File: src/design/jsv_pkg.sv
// ----------------------------------------------------------------------------
// JSON syntax validator package
// Shared literal selector codes, the class bundle passed from the byte
// classifier to the parser, and the configuration register indexes.
// ----------------------------------------------------------------------------
package jsv_pkg;

   localparam int ByteWidth = 8;

   // Width of the value counter and of the reported value count.
   localparam int CountBits = 17;

   // Register indexes on the configuration port.
   localparam logic [0:0] RegMaxDepth  = 1'b0;
   localparam logic [0:0] RegMaxValues = 1'b1;

   // Literal selector codes.
   typedef enum logic [1:0] {
      LIT_NULL  = 2'd0,
      LIT_TRUE  = 2'd1,
      LIT_FALSE = 2'd2
   } lit_sel_type;

   // Class flags computed once per byte in the front end.
   typedef struct packed {
      logic ws;
      logic digit;
      logic digit19;
      logic hex;
      logic exp_e;
      logic ctrl;
      logic term;
      logic esc_ok;
      logic last;
      logic [ByteWidth-1:0] data;
   } byte_class_type;

   // Expected character of a literal at a given position (1..3; 1..4 for false).
   function automatic logic [ByteWidth-1:0] lit_char(input lit_sel_type sel,
                                                     input logic [2:0] pos);
      logic [ByteWidth-1:0] c;
      c = 8'h00;
      case (sel)
         LIT_NULL:  case (pos)
                       3'd1: c = "u";
                       3'd2: c = "l";
                       3'd3: c = "l";
                       default: c = 8'h00;
                    endcase
         LIT_TRUE:  case (pos)
                       3'd1: c = "r";
                       3'd2: c = "u";
                       3'd3: c = "e";
                       default: c = 8'h00;
                    endcase
         default:   case (pos)
                       3'd1: c = "a";
                       3'd2: c = "l";
                       3'd3: c = "s";
                       3'd4: c = "e";
                       default: c = 8'h00;
                    endcase
      endcase
      return c;
   endfunction

   function automatic logic [2:0] lit_len(input lit_sel_type sel);
      return (sel == LIT_FALSE) ? 3'd5 : 3'd4;
   endfunction

endpackage

File: src/design/jsv_if.sv
// ----------------------------------------------------------------------------
// Stream channel interfaces
// Valid/ready channels for input bytes and for document results.
// ----------------------------------------------------------------------------
interface jsv_req_if;
   logic       valid;
   logic       ready;
   logic [7:0] byte_in;
   logic       is_last;
   modport source (output valid, output byte_in, output is_last, input ready);
   modport sink   (input valid, input byte_in, input is_last, output ready);
endinterface

interface jsv_rsp_if
   import jsv_pkg::*;
();
   logic                 valid;
   logic                 ready;
   logic                 well_formed;
   logic [CountBits-1:0] value_count;
   modport source (output valid, output well_formed, output value_count, input ready);
   modport sink   (input valid, input well_formed, input value_count, output ready);
endinterface

File: src/design/json_syntax_validator.sv
// ----------------------------------------------------------------------------
// JSON syntax validator, top level
// Streams a JSON document one byte per beat and reports on the final byte.
// ----------------------------------------------------------------------------
//  Channel | Direction | Payload
//  req     | in        | byte_in[7:0], is_last
//  rsp     | out       | well_formed, value_count[16:0]
//  csr     | in (APB)  | max_depth at 0x0, max_values at 0x4
//
// The parser handles each byte in a single mode update, so a beat can be
// taken every cycle while no result waits; that mode update sets the rate.
// A result is registered in the cycle after the final byte reaches the parser. Reset is
// synchronous and clears all control state. While a result waits, the parser
// holds, and a two-entry queue behind the input absorbs two more beats.
module json_syntax_validator
   import jsv_pkg::*;
#(
   parameter int STACK_DEPTH = 33
) (
   input  logic                  clock,
   input  logic                  reset,
   jsv_req_if.sink               req,
   jsv_rsp_if.source             rsp,
   input  logic                  csr_psel,
   input  logic                  csr_penable,
   input  logic                  csr_pwrite,
   input  logic [2:0]            csr_paddr,
   input  logic [31:0]           csr_pwdata,
   output logic [31:0]           csr_prdata,
   output logic                  csr_pready
);

   logic [5:0]     max_depth_ff;
   logic [16:0]    max_values_ff;
   logic           q_valid, q_pop;
   byte_class_type q_data;

   // Configuration registers: written in the access phase of an APB write.
   assign csr_pready = 1'b1;
   always_ff @(posedge clock) begin
      if (reset) begin
         max_depth_ff  <= 6'd32;
         max_values_ff <= 17'h10000;
      end else if (csr_psel && csr_penable && csr_pwrite) begin
         if (csr_paddr[2] == RegMaxDepth) max_depth_ff <= csr_pwdata[5:0];
         else max_values_ff <= csr_pwdata[16:0];
      end
   end
   assign csr_prdata = (csr_paddr[2] == RegMaxDepth) ? {26'd0, max_depth_ff}
                                                     : {15'd0, max_values_ff};

   jsv_front u_front (
      .clock, .reset,
      .in_valid (req.valid), .in_ready (req.ready),
      .in_byte  (req.byte_in), .in_last (req.is_last),
      .q_valid, .q_pop, .q_data
   );

   jsv_back #(.STACK_DEPTH(STACK_DEPTH)) u_back (
      .clock, .reset, .q_valid, .q_pop, .q_data,
      .max_depth (max_depth_ff), .max_values (max_values_ff),
      .out_valid (rsp.valid), .out_ready (rsp.ready),
      .out_well_formed (rsp.well_formed), .out_count (rsp.value_count)
   );

endmodule

File: src/design/jsv_front.sv
// ----------------------------------------------------------------------------
// JSV front end
// Accepts bytes, classifies them and holds them in a two-entry queue.
// ----------------------------------------------------------------------------
module jsv_front
   import jsv_pkg::*;
(
   input  logic           clock,
   input  logic           reset,
   input  logic           in_valid,
   output logic           in_ready,
   input  logic [7:0]     in_byte,
   input  logic           in_last,
   output logic           q_valid,
   input  logic           q_pop,
   output byte_class_type q_data
);

   byte_class_type cls;
   byte_class_type mem_ff [2];
   logic           wr_ptr_ff, rd_ptr_ff;
   logic [1:0]     cnt_ff;
   logic           push;

   always_comb begin
      cls.data    = in_byte;
      cls.last    = in_last;
      cls.ws      = in_byte == 8'h20 || in_byte == 8'h09 || in_byte == 8'h0D
                    || in_byte == 8'h0A;
      cls.digit   = in_byte >= "0" && in_byte <= "9";
      cls.digit19 = in_byte >= "1" && in_byte <= "9";
      cls.hex     = cls.digit || (in_byte >= "a" && in_byte <= "f")
                    || (in_byte >= "A" && in_byte <= "F");
      cls.exp_e   = in_byte == "e" || in_byte == "E";
      cls.ctrl    = in_byte < 8'h20;
      cls.term    = cls.ws || in_byte == "," || in_byte == "}" || in_byte == "]";
      cls.esc_ok  = in_byte == "\"" || in_byte == "\\" || in_byte == "/"
                    || in_byte == "b" || in_byte == "f" || in_byte == "n"
                    || in_byte == "r" || in_byte == "t";
   end

   assign in_ready = cnt_ff != 2'd2;
   assign push     = in_valid && in_ready;
   assign q_valid  = cnt_ff != 2'd0;
   assign q_data   = mem_ff[rd_ptr_ff];

   always_ff @(posedge clock) begin
      if (push) begin
         mem_ff[wr_ptr_ff] <= cls;
      end
      if (reset) begin
         wr_ptr_ff <= 1'b0;
         rd_ptr_ff <= 1'b0;
         cnt_ff    <= 2'd0;
      end else begin
         if (push) wr_ptr_ff <= ~wr_ptr_ff;
         if (q_pop) rd_ptr_ff <= ~rd_ptr_ff;
         cnt_ff <= cnt_ff + {1'b0, push} - {1'b0, q_pop};
      end
   end

endmodule

File: src/design/jsv_back.sv
// ----------------------------------------------------------------------------
// JSV back end
// Parser state machine, container stack and value counter; one byte a cycle while no result waits.
// ----------------------------------------------------------------------------
module jsv_back
   import jsv_pkg::*;
#(
   parameter int STACK_DEPTH = 33
) (
   input  logic                 clock,
   input  logic                 reset,
   input  logic                 q_valid,
   output logic                 q_pop,
   input  byte_class_type       q_data,
   input  logic [5:0]           max_depth,
   input  logic [16:0]          max_values,
   output logic                 out_valid,
   input  logic                 out_ready,
   output logic                 out_well_formed,
   output logic [CountBits-1:0] out_count
);

   localparam int LW = $clog2(STACK_DEPTH + 1);
   localparam int IW = $clog2(STACK_DEPTH);

   typedef enum logic [4:0] {
      MD_VALUE, MD_FIRST_ARR, MD_FIRST_OBJ, MD_KEY, MD_COLON, MD_AFTER, MD_END,
      MD_STR, MD_ESC, MD_HEX,
      MD_LIT, MD_NSIGN, MD_NZERO, MD_NINT, MD_NDOT, MD_NFRAC, MD_NEXP, MD_NEXPS,
      MD_NEXPD
   } mode_type;

   mode_type              mode_ff, mode_in, m;
   logic                  stack_mem [STACK_DEPTH];
   logic                  top_ff, below_ff;
   logic [LW-1:0]         lvl_ff, lvl_in;
   logic [CountBits-1:0]  cnt_ff, cnt_in;
   logic [2:0]            hex_ff, hex_in;
   logic                  fail_ff, fail_in, key_ff, key_in;
   lit_sel_type           sel_ff, sel_in;
   logic [2:0]            pos_ff, pos_in;
   logic                  push_en, push_obj, pop_en;
   logic                  done, slot_ok, top, fin_ok;
   logic [7:0]            b;
   logic [LW-1:0]         lim;
   logic                  ovalid_ff, owf_ff;
   logic [CountBits-1:0]  ocnt_ff;

   assign q_pop = q_valid && (!ovalid_ff || out_ready);
   assign b     = q_data.data;
   assign lim   = (32'(max_depth) > 32'(STACK_DEPTH - 1))
                  ? LW'(STACK_DEPTH - 1) : LW'(max_depth);
   assign slot_ok = lvl_ff <= lim && cnt_ff < max_values;
   // The innermost open container kind is kept in a register, with the one
   // below it beside it, so the stack memory only sees registered reads.
   assign top   = top_ff;

   always_comb begin
      mode_in = mode_ff; lvl_in = lvl_ff; cnt_in = cnt_ff; hex_in = hex_ff;
      fail_in = fail_ff; key_in = key_ff; sel_in = sel_ff; pos_in = pos_ff;
      push_en = 1'b0; push_obj = 1'b0; pop_en = 1'b0; m = mode_ff;
      done = (mode_ff == MD_LIT) ? (pos_ff == lit_len(sel_ff))
             : (mode_ff == MD_NZERO || mode_ff == MD_NINT || mode_ff == MD_NFRAC
                || mode_ff == MD_NEXPD);
      fin_ok = 1'b1;
      if (!fail_ff) begin
         if (mode_ff >= MD_LIT && !q_data.term) begin
            fin_ok = 1'b0;
            unique case (mode_ff)
               MD_LIT: if (pos_ff < lit_len(sel_ff) && b == lit_char(sel_ff, pos_ff))
                          pos_in = pos_ff + 3'd1;
                       else fail_in = 1'b1;
               MD_NSIGN: if (b == "0") mode_in = MD_NZERO;
                         else if (q_data.digit19) mode_in = MD_NINT;
                         else fail_in = 1'b1;
               MD_NZERO, MD_NINT: begin
                  if (mode_ff == MD_NINT && q_data.digit) ;
                  else if (b == ".") mode_in = MD_NDOT;
                  else if (q_data.exp_e) mode_in = MD_NEXP;
                  else fail_in = 1'b1;
               end
               MD_NDOT: if (q_data.digit) mode_in = MD_NFRAC; else fail_in = 1'b1;
               MD_NFRAC: begin
                  if (q_data.digit) ;
                  else if (q_data.exp_e) mode_in = MD_NEXP;
                  else fail_in = 1'b1;
               end
               MD_NEXP: if (b == "+" || b == "-") mode_in = MD_NEXPS;
                        else if (q_data.digit) mode_in = MD_NEXPD;
                        else fail_in = 1'b1;
               default: if (q_data.digit) mode_in = MD_NEXPD; else fail_in = 1'b1;
            endcase
         end else if (mode_ff >= MD_LIT && !done) begin
            fin_ok = 1'b0;
            fail_in = 1'b1;
         end
         if (fin_ok) begin
            if (mode_ff >= MD_LIT) m = (lvl_ff != '0) ? MD_AFTER : MD_END;
            mode_in = m;
            if (!(m <= MD_END && q_data.ws)) begin
               unique case (m)
                  MD_VALUE, MD_FIRST_ARR, MD_FIRST_OBJ, MD_KEY: begin
                     if ((m == MD_FIRST_ARR && b == "]") || (m == MD_FIRST_OBJ && b == "}")) begin
                        lvl_in  = lvl_ff - LW'(1);
                        pop_en  = 1'b1;
                        mode_in = (lvl_ff != LW'(1)) ? MD_AFTER : MD_END;
                     end else if ((m == MD_FIRST_OBJ || m == MD_KEY) && b != "\"") begin
                        fail_in = 1'b1;
                     end else if (!slot_ok) begin
                        fail_in = 1'b1;
                     end else begin
                        cnt_in = cnt_ff + CountBits'(1);
                        if (m == MD_FIRST_OBJ || m == MD_KEY) begin
                           key_in = 1'b1; mode_in = MD_STR;
                        end else if (b == "{" || b == "[") begin
                           if (lvl_ff >= LW'(STACK_DEPTH)) fail_in = 1'b1;
                           else begin
                              push_en = 1'b1; push_obj = b == "{";
                              lvl_in  = lvl_ff + LW'(1);
                              mode_in = (b == "{") ? MD_FIRST_OBJ : MD_FIRST_ARR;
                           end
                        end else if (b == "\"") begin
                           key_in = 1'b0; mode_in = MD_STR;
                        end else if (b == "-") mode_in = MD_NSIGN;
                        else if (b == "0") mode_in = MD_NZERO;
                        else if (q_data.digit19) mode_in = MD_NINT;
                        else if (b == "n" || b == "t" || b == "f") begin
                           sel_in = (b == "n") ? LIT_NULL : (b == "t") ? LIT_TRUE : LIT_FALSE;
                           pos_in = 3'd1; mode_in = MD_LIT;
                        end else fail_in = 1'b1;
                     end
                  end
                  MD_COLON: if (b == ":") mode_in = MD_VALUE; else fail_in = 1'b1;
                  MD_AFTER: begin
                     if (lvl_ff == '0) fail_in = 1'b1;
                     else if (b == (top ? "}" : "]")) begin
                        lvl_in  = lvl_ff - LW'(1);
                        pop_en  = 1'b1;
                        mode_in = (lvl_ff != LW'(1)) ? MD_AFTER : MD_END;
                     end else if (b == ",") mode_in = top ? MD_KEY : MD_VALUE;
                     else fail_in = 1'b1;
                  end
                  MD_STR: begin
                     if (b == "\"") mode_in = key_ff ? MD_COLON
                                    : ((lvl_ff != '0) ? MD_AFTER : MD_END);
                     else if (q_data.ctrl) fail_in = 1'b1;
                     else if (b == "\\") mode_in = MD_ESC;
                  end
                  MD_ESC: begin
                     if (b == "u") begin hex_in = 3'd4; mode_in = MD_HEX; end
                     else if (q_data.esc_ok) mode_in = MD_STR;
                     else fail_in = 1'b1;
                  end
                  MD_HEX: begin
                     if (!q_data.hex || hex_ff == 3'd0) fail_in = 1'b1;
                     else begin
                        hex_in = hex_ff - 3'd1;
                        if (hex_ff == 3'd1) mode_in = MD_STR;
                     end
                  end
                  default: fail_in = 1'b1;
               endcase
            end
         end
      end
      // End of document: a finished scalar closes, an unfinished one fails.
      if (q_data.last && !fail_in && mode_in >= MD_LIT) begin
         if ((mode_in == MD_LIT) ? (pos_in == lit_len(sel_in))
             : (mode_in == MD_NZERO || mode_in == MD_NINT || mode_in == MD_NFRAC
                || mode_in == MD_NEXPD))
            mode_in = (lvl_in != '0) ? MD_AFTER : MD_END;
         else fail_in = 1'b1;
      end
   end

   always_ff @(posedge clock) begin
      if (q_pop && push_en) stack_mem[IW'(lvl_ff)] <= push_obj;
   end

   // On a pop the entry two below the old top is fetched, so the pair of
   // registers again holds the two innermost containers.
   always_ff @(posedge clock) begin
      if (reset) begin
         top_ff   <= 1'b0;
         below_ff <= 1'b0;
      end else if (q_pop && push_en) begin
         top_ff   <= push_obj;
         below_ff <= top_ff;
      end else if (q_pop && pop_en) begin
         top_ff <= below_ff;
         if (lvl_ff >= LW'(3)) below_ff <= stack_mem[IW'(lvl_ff - LW'(3))];
      end
   end

   always_ff @(posedge clock) begin
      if (q_pop && q_data.last) begin
         owf_ff  <= !fail_in && mode_in == MD_END;
         ocnt_ff <= (!fail_in && mode_in == MD_END) ? cnt_in : '0;
      end
      if (reset || (q_pop && q_data.last)) begin
         mode_ff <= MD_VALUE; lvl_ff <= '0; cnt_ff <= '0; hex_ff <= 3'd0;
         fail_ff <= 1'b0; key_ff <= 1'b0; sel_ff <= LIT_NULL; pos_ff <= 3'd0;
      end else if (q_pop) begin
         mode_ff <= mode_in; lvl_ff <= lvl_in; cnt_ff <= cnt_in; hex_ff <= hex_in;
         fail_ff <= fail_in; key_ff <= key_in; sel_ff <= sel_in; pos_ff <= pos_in;
      end
      if (reset) ovalid_ff <= 1'b0;
      else if (q_pop && q_data.last) ovalid_ff <= 1'b1;
      else if (out_ready) ovalid_ff <= 1'b0;
   end

   assign out_valid       = ovalid_ff;
   assign out_well_formed = owf_ff;
   assign out_count       = ocnt_ff;

endmodule

File: src/flat_wrapper.sv
// flat-port wrapper written by rule: the top's interface ports become plain ports
module json_syntax_validator_flat import jsv_pkg::*;
#(
   parameter int STACK_DEPTH = 33
)
  (clock, reset, csr_psel, csr_penable, csr_pwrite, csr_paddr, csr_pwdata, csr_prdata, csr_pready, req_valid, req_byte_in, req_is_last, req_ready, rsp_valid, rsp_well_formed, rsp_value_count, rsp_ready);
  jsv_req_if req_i ();
  jsv_rsp_if rsp_i ();
  input  logic clock;
  input  logic reset;
  input  logic csr_psel;
  input  logic csr_penable;
  input  logic csr_pwrite;
  input  logic [2:0] csr_paddr;
  input  logic [31:0] csr_pwdata;
  output logic [31:0] csr_prdata;
  output logic csr_pready;
  input wire logic [$bits(req_i.valid)-1:0] req_valid;
  input wire logic [$bits(req_i.byte_in)-1:0] req_byte_in;
  input wire logic [$bits(req_i.is_last)-1:0] req_is_last;
  output wire logic [$bits(req_i.ready)-1:0] req_ready;
  output wire logic [$bits(rsp_i.valid)-1:0] rsp_valid;
  output wire logic [$bits(rsp_i.well_formed)-1:0] rsp_well_formed;
  output wire logic [$bits(rsp_i.value_count)-1:0] rsp_value_count;
  input wire logic [$bits(rsp_i.ready)-1:0] rsp_ready;
  assign req_i.valid = req_valid;
  assign req_i.byte_in = req_byte_in;
  assign req_i.is_last = req_is_last;
  assign req_ready = req_i.ready;
  assign rsp_valid = rsp_i.valid;
  assign rsp_well_formed = rsp_i.well_formed;
  assign rsp_value_count = rsp_i.value_count;
  assign rsp_i.ready = rsp_ready;
  json_syntax_validator #(.STACK_DEPTH(STACK_DEPTH)) u_core (.clock(clock), .reset(reset), .req(req_i), .rsp(rsp_i), .csr_psel(csr_psel), .csr_penable(csr_penable), .csr_pwrite(csr_pwrite), .csr_paddr(csr_paddr), .csr_pwdata(csr_pwdata), .csr_prdata(csr_prdata), .csr_pready(csr_pready));
endmodule
File: config.mk
export PLATFORM = sky130hd
export DESIGN_NAME = json_syntax_validator_flat
export DESIGN_NICKNAME = d
export VERILOG_FILES = /design/src/design/jsv_pkg.sv /design/src/design/jsv_if.sv /design/src/design/json_syntax_validator.sv /design/src/design/jsv_front.sv /design/src/design/jsv_back.sv /design/src/flat_wrapper.sv
export SDC_FILE = /design/constraint.sdc
export NUM_CORES = 1
export LEC_CHECK = 0
export BUFFER_PORTS_ARGS = -buffer_cell sky130_fd_sc_hd__buf_2
export CAP_MARGIN = 10
export CORE_MARGIN = 2
export CORE_UTILIZATION = 40
export CTS_CLUSTER_SIZE = 12
export DETAILED_ROUTE_END_ITERATION = 7
export GPL_TIMING_DRIVEN = 0
export RECOVER_POWER = 50
export SYNTH_ARGS = -nofsm -noshare
export SYNTH_HDL_FRONTEND = slang
export SYNTH_HIERARCHICAL = 1
export SYNTH_SLANG_ARGS = --single-unit
File: constraint.sdc
create_clock -name clock -period 5.5 [get_ports clock]
set_input_delay 0.55 -clock clock [delete_from_list [all_inputs] [get_ports clock]]
set_output_delay 0.55 -clock clock [all_outputs]
set_load 0.05 [all_outputs]
==> results of run 1 <==
cell families (layout without fill, tap and decap cells):
logic type	Yosys count	after routing	synth area share
buffers and inverters	130	232	0.06042
flip-flops	154	154	0.3739
multiplexers	68	68	0.07743
AND/OR/NAND/NOR	495	495	0.2574
XOR/XNOR	44	44	0.03663
other	2	16	0.0007139
AO/OA/AOI/OAI	230	230	0.1495
adder cells (fa/ha/maj)	37	37	0.04401
routing by layer:
layer / share of wire / wire, µm / GRT usage
met1: 0.44 / 13700 / 0.2966
met2: 0.46 / 14180 / 0.3531
met3: 0.073 / 2277 / 0.04814
met4: 0.031 / 962 / 0.08696
met5: 0 / 0 / 0
stage by stage:
stage | cell area [µm²] | hold WS (ns)
3_5_place_dp | 11340 | 0.4859
3_3_place_gp | 11340 | 0.4743
5_1_grt | 11920 | 0.3036
6_report | 11920 | 0.3136
2_1_floorplan | 10570 | 0.4571
4_1_cts | 11970 | 0.3026
registers in the layout, indices dropped and copies added, names as in the netlist, named ones only:
name and count:
u_core/u_front/rd_ptr_ff 1, u_core/u_back/out_valid 1, u_core/u_back/cnt_ff 17, u_core/u_back/lvl_ff 6
u_core/u_back/key_ff 1, u_core/u_back/below_ff 1, u_core/u_back/out_well_formed 1, u_core/u_back/stack_mem 33
u_core/u_front/mem_ff 34, u_core/u_back/pos_ff 3, u_core/u_back/hex_ff 3, u_core/u_front/wr_ptr_ff 1
u_core/max_values_ff 17, u_core/u_back/sel_ff 2, u_core/u_back/fail_ff 1, u_core/u_back/mode_ff 5
u_core/u_front/cnt_ff 2, u_core/u_back/top 1, u_core/u_back/out_count 17, u_core/max_depth_ff 6
timing repair:
| action | in CTS | in global routing |
|---|---|---|
| setup endpoints to repair | 10 | 19 |
| buffers inserted | 1 | 0 |
| gates resized for setup | 0 | 4 |
| pin swaps | 1 | 0 |
path summary, 6_finish.rpt:
path                            startpoint  slack [ns]                           to
setup / recovery                      flop        0.25  u_core/u_back/out_count[11]
hold / removal                 req_is_last        0.31  u_core/u_front/mem_ff[0][8]
setup reg to reg                      flop        0.25  u_core/u_back/out_count[11]
hold reg to reg   u_core/max_values_ff[13]        0.49     u_core/max_values_ff[13]
power groups by stage:
stage / Sequential [µW] / Combinational, µW / Clock (µW)
global placement: 1450 / 2560 / 0
CTS: 1430 / 2570 / 1250
finish: 1430 / 2620 / 1210
floorplan: 1550 / 1720 / 0
global route: 1450 / 2810 / 1290
detailed placement: 1460 / 2550 / 0
cell usage in the layout, fill, tap and decap left out, types with 16 or more instances in the layout:
cell type | synthesis | layout
buf_2 | 14 | 37
xor2_1 | 20 | 20
mux2i_1 | 33 | 33
o21ai_0 | 38 | 38
edfxtp_1 | 85 | 85
clkbuf_16 | 0 | 21
a21oi_1 | 69 | 69
mux2_2 | 27 | 27
nand2_1 | 92 | 92
nor3_1 | 33 | 32
xnor2_1 | 24 | 24
a211oi_1 | 18 | 18
buf_4 | 17 | 18
nor2b_1 | 17 | 17
clkbuf_1 | 40 | 88
nand3_1 | 24 | 24
dfxtp_1 | 69 | 69
nand2b_1 | 57 | 57
ha_1 | 37 | 37
inv_1 | 43 | 44
or3_1 | 21 | 21
conb_1 | 2 | 16
nor2_1 | 127 | 127
final cells by class:
class / instances / area share
multi-input cells: 890 / 0.5050
flip-flops and latches: 154 / 0.3300
clock buffers: 23 / 0.04639
plain buffers: 85 / 0.03894
well taps: 335 / 0.03516
repair buffers: 70 / 0.02477
inverters: 45 / 0.01417
clock inverters: 9 / 0.005563
==> results.sh, run 1 <==
export IMPL_status="complete, no violations"
export IMPL_fillers=2593
export IMPL_hold_depth=1
export IMPL_hpwl_um=23340
export IMPL_synth_top_area_share=0.2426
export IMPL_sw_frac_of_total=0.4518
export IMPL_worst_path_buf_inv=5
export IMPL_vias_per_cell=5.713
export IMPL_startpoint_type="flop"
export IMPL_final_layout_size_suffix_gt1_frac=0.1403
export IMPL_yosysSeqAreaShare=0.3739
export IMPL_syn_area_um2=10520
export IMPL_p_leak_uw=0.004284
export IMPL_setup_worst_path_class="reg2reg"
export IMPL_wl_um=31120
export IMPL_fp_dieH_um=166.2
export IMPL_yosysWarnings=6
export IMPL_cts_hold_buf=0
export IMPL_hold_class="in2reg"
export IMPL_fin_tns_setup_ns=0
export IMPL_final_nets=1351
export IMPL_critical_path_max_fanout=10
export IMPL_die_x_um=166.2
export IMPL_place_gp_congestion=0.9744
export IMPL_crit_chain="buf_2, buf_2, mux2_2, buf_2, or4b_1, buf_2, nor3_1, nand4_1, nand3_1, o21ai_0, a21o_1, a31oi_1, nand2b_1, a311o_2, and4_4, o21ai_4, buf_6, nor2_1"
export IMPL_vias=9204
export IMPL_required_ns=5.69
export IMPL_rsz0062_at_grt="no"
export IMPL_maxSlewViolCount=0
export IMPL_fmax_mhz=190.3
export IMPL_synthArstFlopShare=0
export IMPL_ys_top_cells_by_area="edfxtp_1 24%, dfxtp_1 13%, nor2_1 4.5%"
export IMPL_drt_iter0_drc=781
export IMPL_clkPwrFrac=0.231
export IMPL_grt_pass1_vias=8840
export IMPL_drc_errors=0
export IMPL_p_comb_frac=0.497
export IMPL_antenna_cells=0
export IMPL_postRouteAntennaNets=0
export IMPL_finalCritPeriodShare=0.9554
export IMPL_synth_cell_type_count=99
export IMPL_synthFlopType="edfxtp_1"
export IMPL_finalSetupViolCount=0
export IMPL_grt_max_degree=34
export IMPL_dpl_worst_slack_ns=-0.04771
export IMPL_critPathCaptureType="flop"
export IMPL_synth_edf_count=85
export IMPL_final_seq_area_um2=3934
export IMPL_area_growth_pct=13.31
export IMPL_ys_ff_latch=154
export IMPL_h_tree_depth=4
export IMPL_grt_ovfl_total=0
export IMPL_slew_limit_headroom=0.04587
export IMPL_final_util=0.4600
export IMPL_worst_pin_slew_ns=1.426
export IMPL_dp_cells=1578
export IMPL_routedWlPerCell_um=19.32
export IMPL_fp_dieArea_um2=27610
export IMPL_cts_root_buf="clkbuf_16"
export IMPL_multi_input_comb_area_um2=6020
export IMPL_finalPower_uw=5265
export IMPL_p_int_uw=2887
export IMPL_cpMaxStageDelayCell="nor3_1"
export IMPL_peakVddDrop_uv=295.9
export IMPL_maxCapViolCount=0
export IMPL_num_rows=59
export IMPL_r2r_cells=18
export IMPL_path_common_cell="buf_2"
export IMPL_cp_arrival_ns=5.44
export IMPL_grt_pass1_wl_um=48600
export IMPL_syn_area_per_cell_um2=9.069
export IMPL_top_level_ports=104
export IMPL_period_needed_ns=5.254
export IMPL_p_per_area_nw_per_um2=441.7
export IMPL_coreArea_um2=25910
export IMPL_clock_sinks=154
export IMPL_layout_cells_non_filler=1611
export IMPL_synth_most_common_cell="nor2_1"
export IMPL_path_delay_family="simple AND/OR/NAND/NOR gates"
export IMPL_antenna_found_initial=0
export IMPL_p_sw_uw=2379
export IMPL_cts_buffers=17
export IMPL_synth_area_leader_cell="edfxtp_1"
export IMPL_crit_cells=18
export IMPL_track_usage=0.2224
export IMPL_max_stage_delay_ns=0.54
export IMPL_seqPwrFrac=0.272
export IMPL_clk_path_buf_depth=2
export IMPL_yosys_top_cells_count="127 x nor2_1, 92 x nand2_1, 85 x edfxtp_1"
export IMPL_clk_pin_slew_ns=0.06
export IMPL_drt_first_pass_iters=7
export IMPL_numPortBuffers=69
export IMPL_start_util=0.4060
export IMPL_cts_tree="built"
export IMPL_syn_inst=1160
export IMPL_fin_skew_ns=0.01063
export IMPL_finalHoldViolCount=0
export IMPL_setup_slack_ns=0.2455
export IMPL_clock_latency_ns=0.43
No activity file was read; power rests on OpenSTA's default activity.
==> inputs of run 2 (changes only) <==
--- a/config.mk
+++ b/config.mk
@@ -15,5 +15,4 @@
 export RECOVER_POWER = 50
 export SYNTH_ARGS = -nofsm -noshare
 export SYNTH_HDL_FRONTEND = slang
-export SYNTH_HIERARCHICAL = 1
 export SYNTH_SLANG_ARGS = --single-unit
==> run 2 against run 1 <==
Compared with the run above:
- non-clock buffer count decreased by 13
- cell area decreased by 1.7%
- routed wire length decreased by 4.0%
- cell count decreased by 0.50%
- clock skew increased by 0.0056 ns
- sequential share of layout area increased by 0.58 points
- sequential cell count unchanged
- utilization increased by 0.25 points
- via count decreased by 0.27%
- first-iteration DRC count increased by 15%
- critical endpoint is now u_core.u_back.out_count[14]
==> results.sh, run 2 <==
export IMPL_final_util=0.4625
export IMPL_clk_path_buf_depth=2
export IMPL_clk_pin_slew_ns=0.08
export IMPL_layout_cells_non_filler=1603
export IMPL_dp_cells=1571
export IMPL_drc_errors=0
export IMPL_postCtsSetupBuffers=0
export IMPL_yosysWarnings=0
export IMPL_die_x_um=165.0
export IMPL_grt_pass1_vias=8465
export IMPL_syn_inst=1156
export IMPL_vias=9179
export IMPL_synth_most_common_cell="nor2_1"
export IMPL_top_level_ports=104
export IMPL_r2r_cells=15
export IMPL_clock_sinks=154
export IMPL_regMostFlops="u_core.u_front.mem_ff"
export IMPL_final_layout_size_suffix_gt1_frac=0.1280
export IMPL_setup_worst_path_class="reg2reg"
export IMPL_antenna_cells=0
export IMPL_grt_util_met1=0.3152
export IMPL_h_tree_depth=4
export IMPL_synthArstFlopShare=0
export IMPL_yosys_top_cells_count="155 x nor2_1, 115 x nand2_1, 85 x edfxtp_1"
export IMPL_worst_pin_slew_ns=1.148
export IMPL_fp_dieH_um=165.0
export IMPL_grt_ovfl_total=0
export IMPL_cts_buffers=17
export IMPL_largest_reg_flops=34
export IMPL_start_util=0.4091
export IMPL_yosysSeqAreaShare=0.3796
export IMPL_drt_first_pass_iters=5
export IMPL_num_rows=58
export IMPL_required_ns=5.66
export IMPL_synthFlopType="edfxtp_1"
export IMPL_antenna_found_initial=0
export IMPL_peakVddDrop_uv=260.9
export IMPL_grt_pass1_wl_um=46730
export IMPL_ys_top_cells_by_area="edfxtp_1 25%, dfxtp_1 13%, nor2_1 5.6%"
export IMPL_finalSetupViolCount=0
export IMPL_hold_depth=2
export IMPL_p_leak_uw=0.004114
export IMPL_slew_limit_headroom=0.2283
export IMPL_drt_iter0_drc=901
export IMPL_synth_top_area_share=0.2463
export IMPL_cts_tree="built"
export IMPL_final_cell_mix="155 x nor2_1, 115 x nand2_1, 89 x clkbuf_1"
export IMPL_busiest_layer="met2"
export IMPL_area_growth_pct=13.04
export IMPL_hold_class="in2reg"
export IMPL_rsz0062_at_grt="no"
export IMPL_p_per_area_nw_per_um2=447.6
export IMPL_hpwl_um=22710
export IMPL_grt_max_degree=35
export IMPL_numPortBuffers=69
export IMPL_fp_dieArea_um2=27210
export IMPL_met2_usage=0.3452
export IMPL_finalCritPeriodShare=0.8777
export IMPL_fmax_mhz=207.2
export IMPL_syn_area_um2=10360
export IMPL_clock_latency_ns=0.44
export IMPL_place_gp_congestion=0.9871
export IMPL_postRouteAntennaNets=0
export IMPL_routedWlPerCell_um=18.63
export IMPL_use_met3=0.04169
export IMPL_cts_root_buf="clkbuf_16"
export IMPL_synth_cell_type_count=101
export IMPL_period_needed_ns=4.827
export IMPL_cts_hold_buf=0
export IMPL_vias_per_cell=5.726
export IMPL_synth_edf_count=85
export IMPL_reg_top3="u_core.u_front.mem_ff: 34 flops, u_core.u_back.stack_mem: 33 flops"
export IMPL_final_nets=1348
export IMPL_fin_tns_setup_ns=0
export IMPL_wl_um=29860
export IMPL_startpoint_type="flop"
export IMPL_ys_ff_latch=154
export IMPL_synth_area_leader_cell="edfxtp_1"
export IMPL_track_usage=0.2225
export IMPL_status="complete, no violations"
export IMPL_critical_path_max_fanout=10
export IMPL_critPathCaptureType="flop"
export IMPL_coreArea_um2=25330
export IMPL_cts_resized=0
export IMPL_final_common_cell="nor2_1"
export IMPL_maxSlewViolCount=0
export IMPL_finalHoldViolCount=0
export IMPL_fin_skew_ns=0.01627
export IMPL_cp_arrival_ns=4.99
export IMPL_maxCapViolCount=0
export IMPL_syn_area_per_cell_um2=8.964
run 2: cell count changes after synthesis, moves of 6 or more:
cell	before	now
nor4_1	15	8
nor3_1	33	40
or4_1	9	3
mux2_2	27	19
nor3b_1	2	8
mux2i_1	33	21
nor2_1	127	155
and3_1	9	15
nor3_2	4	11
nand2b_1	57	11
nand2_1	92	115
a21o_1	10	4
nand3_1	24	35
or2_2	8	2
run 2: cell families (layout without fill, tap and decap cells):
group | Yosys count | in the layout | synth area share
compound gates | 251 | 251 | 0.1735
xor+xnor | 43 | 43 | 0.03634
fa+ha+maj | 37 | 37 | 0.04467
buf+inv | 113 | 216 | 0.05047
flops | 154 | 154 | 0.3796
mux | 51 | 51 | 0.06399
other cells | 2 | 16 | 0.0007247
simple gates | 505 | 505 | 0.2507
run 2: per-stage QoR:
| step | worst slack (ns) | cell area (µm²) | total power [µW] | hold WS (ns) |
|---|---|---|---|---|
| 6_report | 0.6729 | 11710 | 5243 | 0.3219 |
| 5_1_grt | 0.3398 | 11710 | 5522 | 0.3177 |
| 4_1_cts | 0.7856 | 11800 | 5246 | 0.2997 |
| 3_5_place_dp | 0.8023 | 11210 | 4046 | 0.4476 |
| 3_3_place_gp | 0.8302 | 11170 | 4030 | 0.4418 |
| 2_1_floorplan | 1.852 | 10420 | 3331 | 0.4363 |
run 2: area by class of cell:
type | instances | area, µm²
fill | 2508 | 13610
clock inverter | 15 | 167.7
multi-input combinational | 903 | 5958
inverter | 42 | 157.7
clock buffer | 17 | 425.4
timing repair buffer | 71 | 295.3
sequential | 154 | 3934
buffer | 71 | 362.8
tap | 330 | 412.9
run 2: path summary, 6_finish.rpt:
kind                                 from                           to  slack [ns]
setup reg to reg                     flop  u_core.u_back.out_count[14]        0.67
hold / removal             csr_pwdata[16]     u_core.max_values_ff[16]        0.32
setup / recovery                     flop  u_core.u_back.out_count[14]        0.67
hold reg to reg   u_core.max_values_ff[9]      u_core.max_values_ff[9]        0.46
run 2: where the power goes:
group,total [µW],switching (µW),internal (µW)
logic,2610,1800,810
clock network,1190,582,613
registers,1440,86.1,1350
total,5240,2470,2770
run 2: routing by layer:
| metal | up-vias | routed length, µm |
|---|---|---|
| met2 | 367 | 13360 |
| li1 | 4420 | - |
| met4 | 0 | 781 |
| met3 | 63 | 2138 |
| met1 | 4329 | 13580 |
| met5 | - | 0 |
run 2: critical path, cell delays in order (launching register included):
cell and delay, ns:
dfxtp_1 0.37, buf_4 0.19, buf_6 0.16, clkbuf_1 0.54, clkbuf_1 0.55, a21oi_1 0.16
nor3_1 0.46, nor3_1 0.13, nor4_1 0.29, a31oi_1 0.12, nor3_1 0.39, or2b_1 0.34
mux2i_4 0.23, a31oi_4 0.32, buf_6 0.21, nor3_2 0.06
==> inputs of run 3 (changes only) <==
--- a/config.mk
+++ b/config.mk
@@ -5,14 +5,16 @@
 export SDC_FILE = /design/constraint.sdc
 export NUM_CORES = 1
 export LEC_CHECK = 0
-export BUFFER_PORTS_ARGS = -buffer_cell sky130_fd_sc_hd__buf_2
+export BUFFER_PORTS_ARGS = -buffer_cell sky130_fd_sc_hd__buf_4
 export CAP_MARGIN = 10
 export CORE_MARGIN = 2
-export CORE_UTILIZATION = 40
+export CORE_UTILIZATION = 60
 export CTS_CLUSTER_SIZE = 12
 export DETAILED_ROUTE_END_ITERATION = 7
 export GPL_TIMING_DRIVEN = 0
+export PLACE_DENSITY = 0.81
 export RECOVER_POWER = 50
 export SYNTH_ARGS = -nofsm -noshare
 export SYNTH_HDL_FRONTEND = slang
+export SYNTH_HIERARCHICAL = 1
 export SYNTH_SLANG_ARGS = --single-unit
==> run 3 against run 2 <==
Compared with the run above:
- clock-buffer cell count rose by 1
- non-clock buffer count rose by 14
- utilization rose by 22 points
- hold slack improved by 0.0083 ns
- cell count fell by 6.3%
- cell area rose by 0.66%
- setup slack got worse by 0.51 ns
- global-route usage rose by 12 points
- combinational power barely moved
- via count rose by 3.4%
- critical endpoint is now u_core/u_back/out_count[12]
- sequential power barely moved
- largest cell class unchanged
- sequential cell count did not move
==> results.sh, run 3 (synthesis results as in run 1) <==
export IMPL_status="complete, no violations"
export IMPL_clk_pin_slew_ns=0.07
export IMPL_slew_limit_headroom=0.2991
export IMPL_grt_util_met1=0.4398
export IMPL_grt_max_degree=34
export IMPL_vias_per_cell=6.317
export IMPL_area_growth_pct=12.08
export IMPL_critical_path_max_fanout=10
export IMPL_track_usage=0.3405
export IMPL_drt_iter0_drc=908
export IMPL_use_met3=0.05406
export IMPL_final_layout_size_suffix_gt1_frac=0.1370
export IMPL_cpMaxStageDelayCell="nor4b_1"
export IMPL_num_rows=48
export IMPL_fp_dieArea_um2=18610
export IMPL_place_gp_congestion=0.9946
export IMPL_critPathCaptureType="flop"
export IMPL_clock_sinks=154
export IMPL_fin_tns_setup_ns=0
export IMPL_h_tree_depth=4
export IMPL_required_ns=5.68
export IMPL_busiest_layer="met2"
export IMPL_drt_first_pass_iters=6
export IMPL_largest_reg_flops=34
export IMPL_final_common_cell="nor2_1"
export IMPL_regMostFlops="u_core/u_front/mem_ff"
export IMPL_max_stage_delay_ns=0.73
export IMPL_r2r_cells=17
export IMPL_met2_usage=0.5729
export IMPL_wl_um=31170
export IMPL_top_level_ports=104
export IMPL_startpoint_type="flop"
export IMPL_grt_pass1_wl_um=48730
export IMPL_period_needed_ns=5.333
export IMPL_reg_top3="u_core/u_front/mem_ff: 34 flops, u_core/u_back/stack_mem: 33 flops"
export IMPL_setup_worst_path_class="reg2reg"
export IMPL_clock_latency_ns=0.43
export IMPL_drc_errors=0
export IMPL_fillers=1418
export IMPL_p_leak_uw=0.004283
export IMPL_crit_cells=17
export IMPL_finalHoldViolCount=0
export IMPL_peakVddDrop_uv=332.0
export IMPL_final_cell_mix="127 x nor2_1, 92 x nand2_1, 89 x clkbuf_1"
export IMPL_worst_path_buf_inv=4
export IMPL_maxSlewViolCount=0
export IMPL_post_dp_cell_area_um2=11380
export IMPL_rrSetupSlack_ns=0.17
export IMPL_coreArea_um2=17240
export IMPL_die_x_um=136.4
export IMPL_cts_root_buf="clkbuf_16"
export IMPL_fp_dieH_um=136.4
export IMPL_cts_tree="built"
export IMPL_finalSetupViolCount=0
export IMPL_postRouteAntennaNets=0
export IMPL_start_util=0.6103
export IMPL_setup_slack_ns=0.1668
export IMPL_hold_class="in2reg"
export IMPL_numPortBuffers=69
export IMPL_finalPower_uw=5228
export IMPL_maxCapViolCount=0
export IMPL_cp_arrival_ns=5.51
export IMPL_fmax_mhz=187.5
export IMPL_antenna_cells=0
export IMPL_crit_chain="buf_2, buf_2, mux2_2, clkbuf_1, nand4b_1, nor4b_1, nor4_1, a221oi_2, and4_1, o311ai_1, a221o_1, o21a_1, o21a_1, and4_4, o21ai_4, buf_6, nor2_1"
export IMPL_cts_buffers=17
export IMPL_path_delay_family="simple AND/OR/NAND/NOR gates"
export IMPL_p_per_area_nw_per_um2=443.3
export IMPL_worst_pin_slew_ns=1.051
export IMPL_dpl_worst_slack_ns=0.2028
export IMPL_dp_cells=1469
export IMPL_finalCritPeriodShare=0.9697
export IMPL_layout_cells_non_filler=1502
export IMPL_routedWlPerCell_um=20.75
export IMPL_vias=9488
export IMPL_r2r_end="u_core/u_back/out_count[12]"
export IMPL_grt_pass1_vias=8999
export IMPL_hpwl_um=23400
export IMPL_clk_path_buf_depth=2
export IMPL_final_nets=1352
export IMPL_cts_hold_buf=0
export IMPL_cp_endpoint="u_core/u_back/out_count[12]"
export IMPL_grt_ovfl_total=0
export IMPL_rsz0062_at_grt="no"
export IMPL_fin_skew_ns=0.01581
export IMPL_final_cell_area_um2=11790
export IMPL_min_from="req_is_last"
export IMPL_antenna_found_initial=0
[run 3: cell count changes in the layout (fill, tap and decap cells not counted), sizes merged, moves of 8 or more]
| cell | before | now |
|---|---|---|
| o21ai | 49 | 40 |
| mux2i | 24 | 33 |
| nand2b | 11 | 57 |
| nor3b | 10 | 2 |
| mux2 | 19 | 27 |
| buf | 53 | 65 |
| nor2 | 155 | 128 |
| nand3 | 35 | 27 |
| nand2 | 116 | 93 |
| nor3 | 52 | 37 |
[run 3: how the worst min path moves through the flow]
stage                                        endpoint  slack, ns  cells past startpoint
after floorplan              u_core/max_values_ff[15]       0.46                      2
after global placement         u_core/max_depth_ff[0]       0.47                      2
after detailed placement     u_core/max_values_ff[10]       0.48                      2
after CTS                 u_core/u_front/mem_ff[0][8]       0.29                      1
after global routing      u_core/u_front/mem_ff[1][8]       0.32                      1
final                     u_core/u_front/mem_ff[0][8]       0.33                      1
[run 3: per-layer routing]
metal,wire (µm),share of wire
met5,0,0
met4,1070,0.034
met3,2151,0.069
met1,12890,0.41
met2,15060,0.48
[run 3: stage by stage]
stage	util	hold WS [ns]
floorplan	-	0.4571
global placement	0.6598	0.4704
detailed placement	0.6602	0.4777
CTS	0.6944	0.2917
global route	0.6841	0.3166
finish	0.6841	0.3302
[run 3: layout make-up]
type	instances	area (µm²)	area share
flip-flops and latches	154	3934	0.3336
clock inverters	14	160.2	0.01358
repair buffers	71	356.6	0.03024
clock buffers	18	429.2	0.03640
well taps	225	281.5	0.02388
inverters	45	168.9	0.01433
multi-input cells	890	5996	0.5085
plain buffers	85	465.4	0.03947
[run 3: worst register-to-register path: stages (launching register included)]
cell	delay, ns
dfxtp_1	0.31
buf_2	0.22
buf_2	0.31
mux2_2	0.37
clkbuf_1	0.21
nand4b_1	0.38
nor4b_1	0.73
nor4_1	0.21
a221oi_2	0.40
and4_1	0.24
o311ai_1	0.13
a221o_1	0.42
o21a_1	0.20
o21a_1	0.20
and4_4	0.22
o21ai_4	0.28
buf_6	0.19
nor2_1	0.06
[run 3: report_power, final]
group,switching (µW),internal [µW]
logic,1790,813
registers,79.0,1360
clock network,507,681
[run 3: what timing repair did]
action	4_1_cts	5_1_grt
buffers inserted	0	1
endpoints found under the setup margin	0	10
resized for setup	0	3
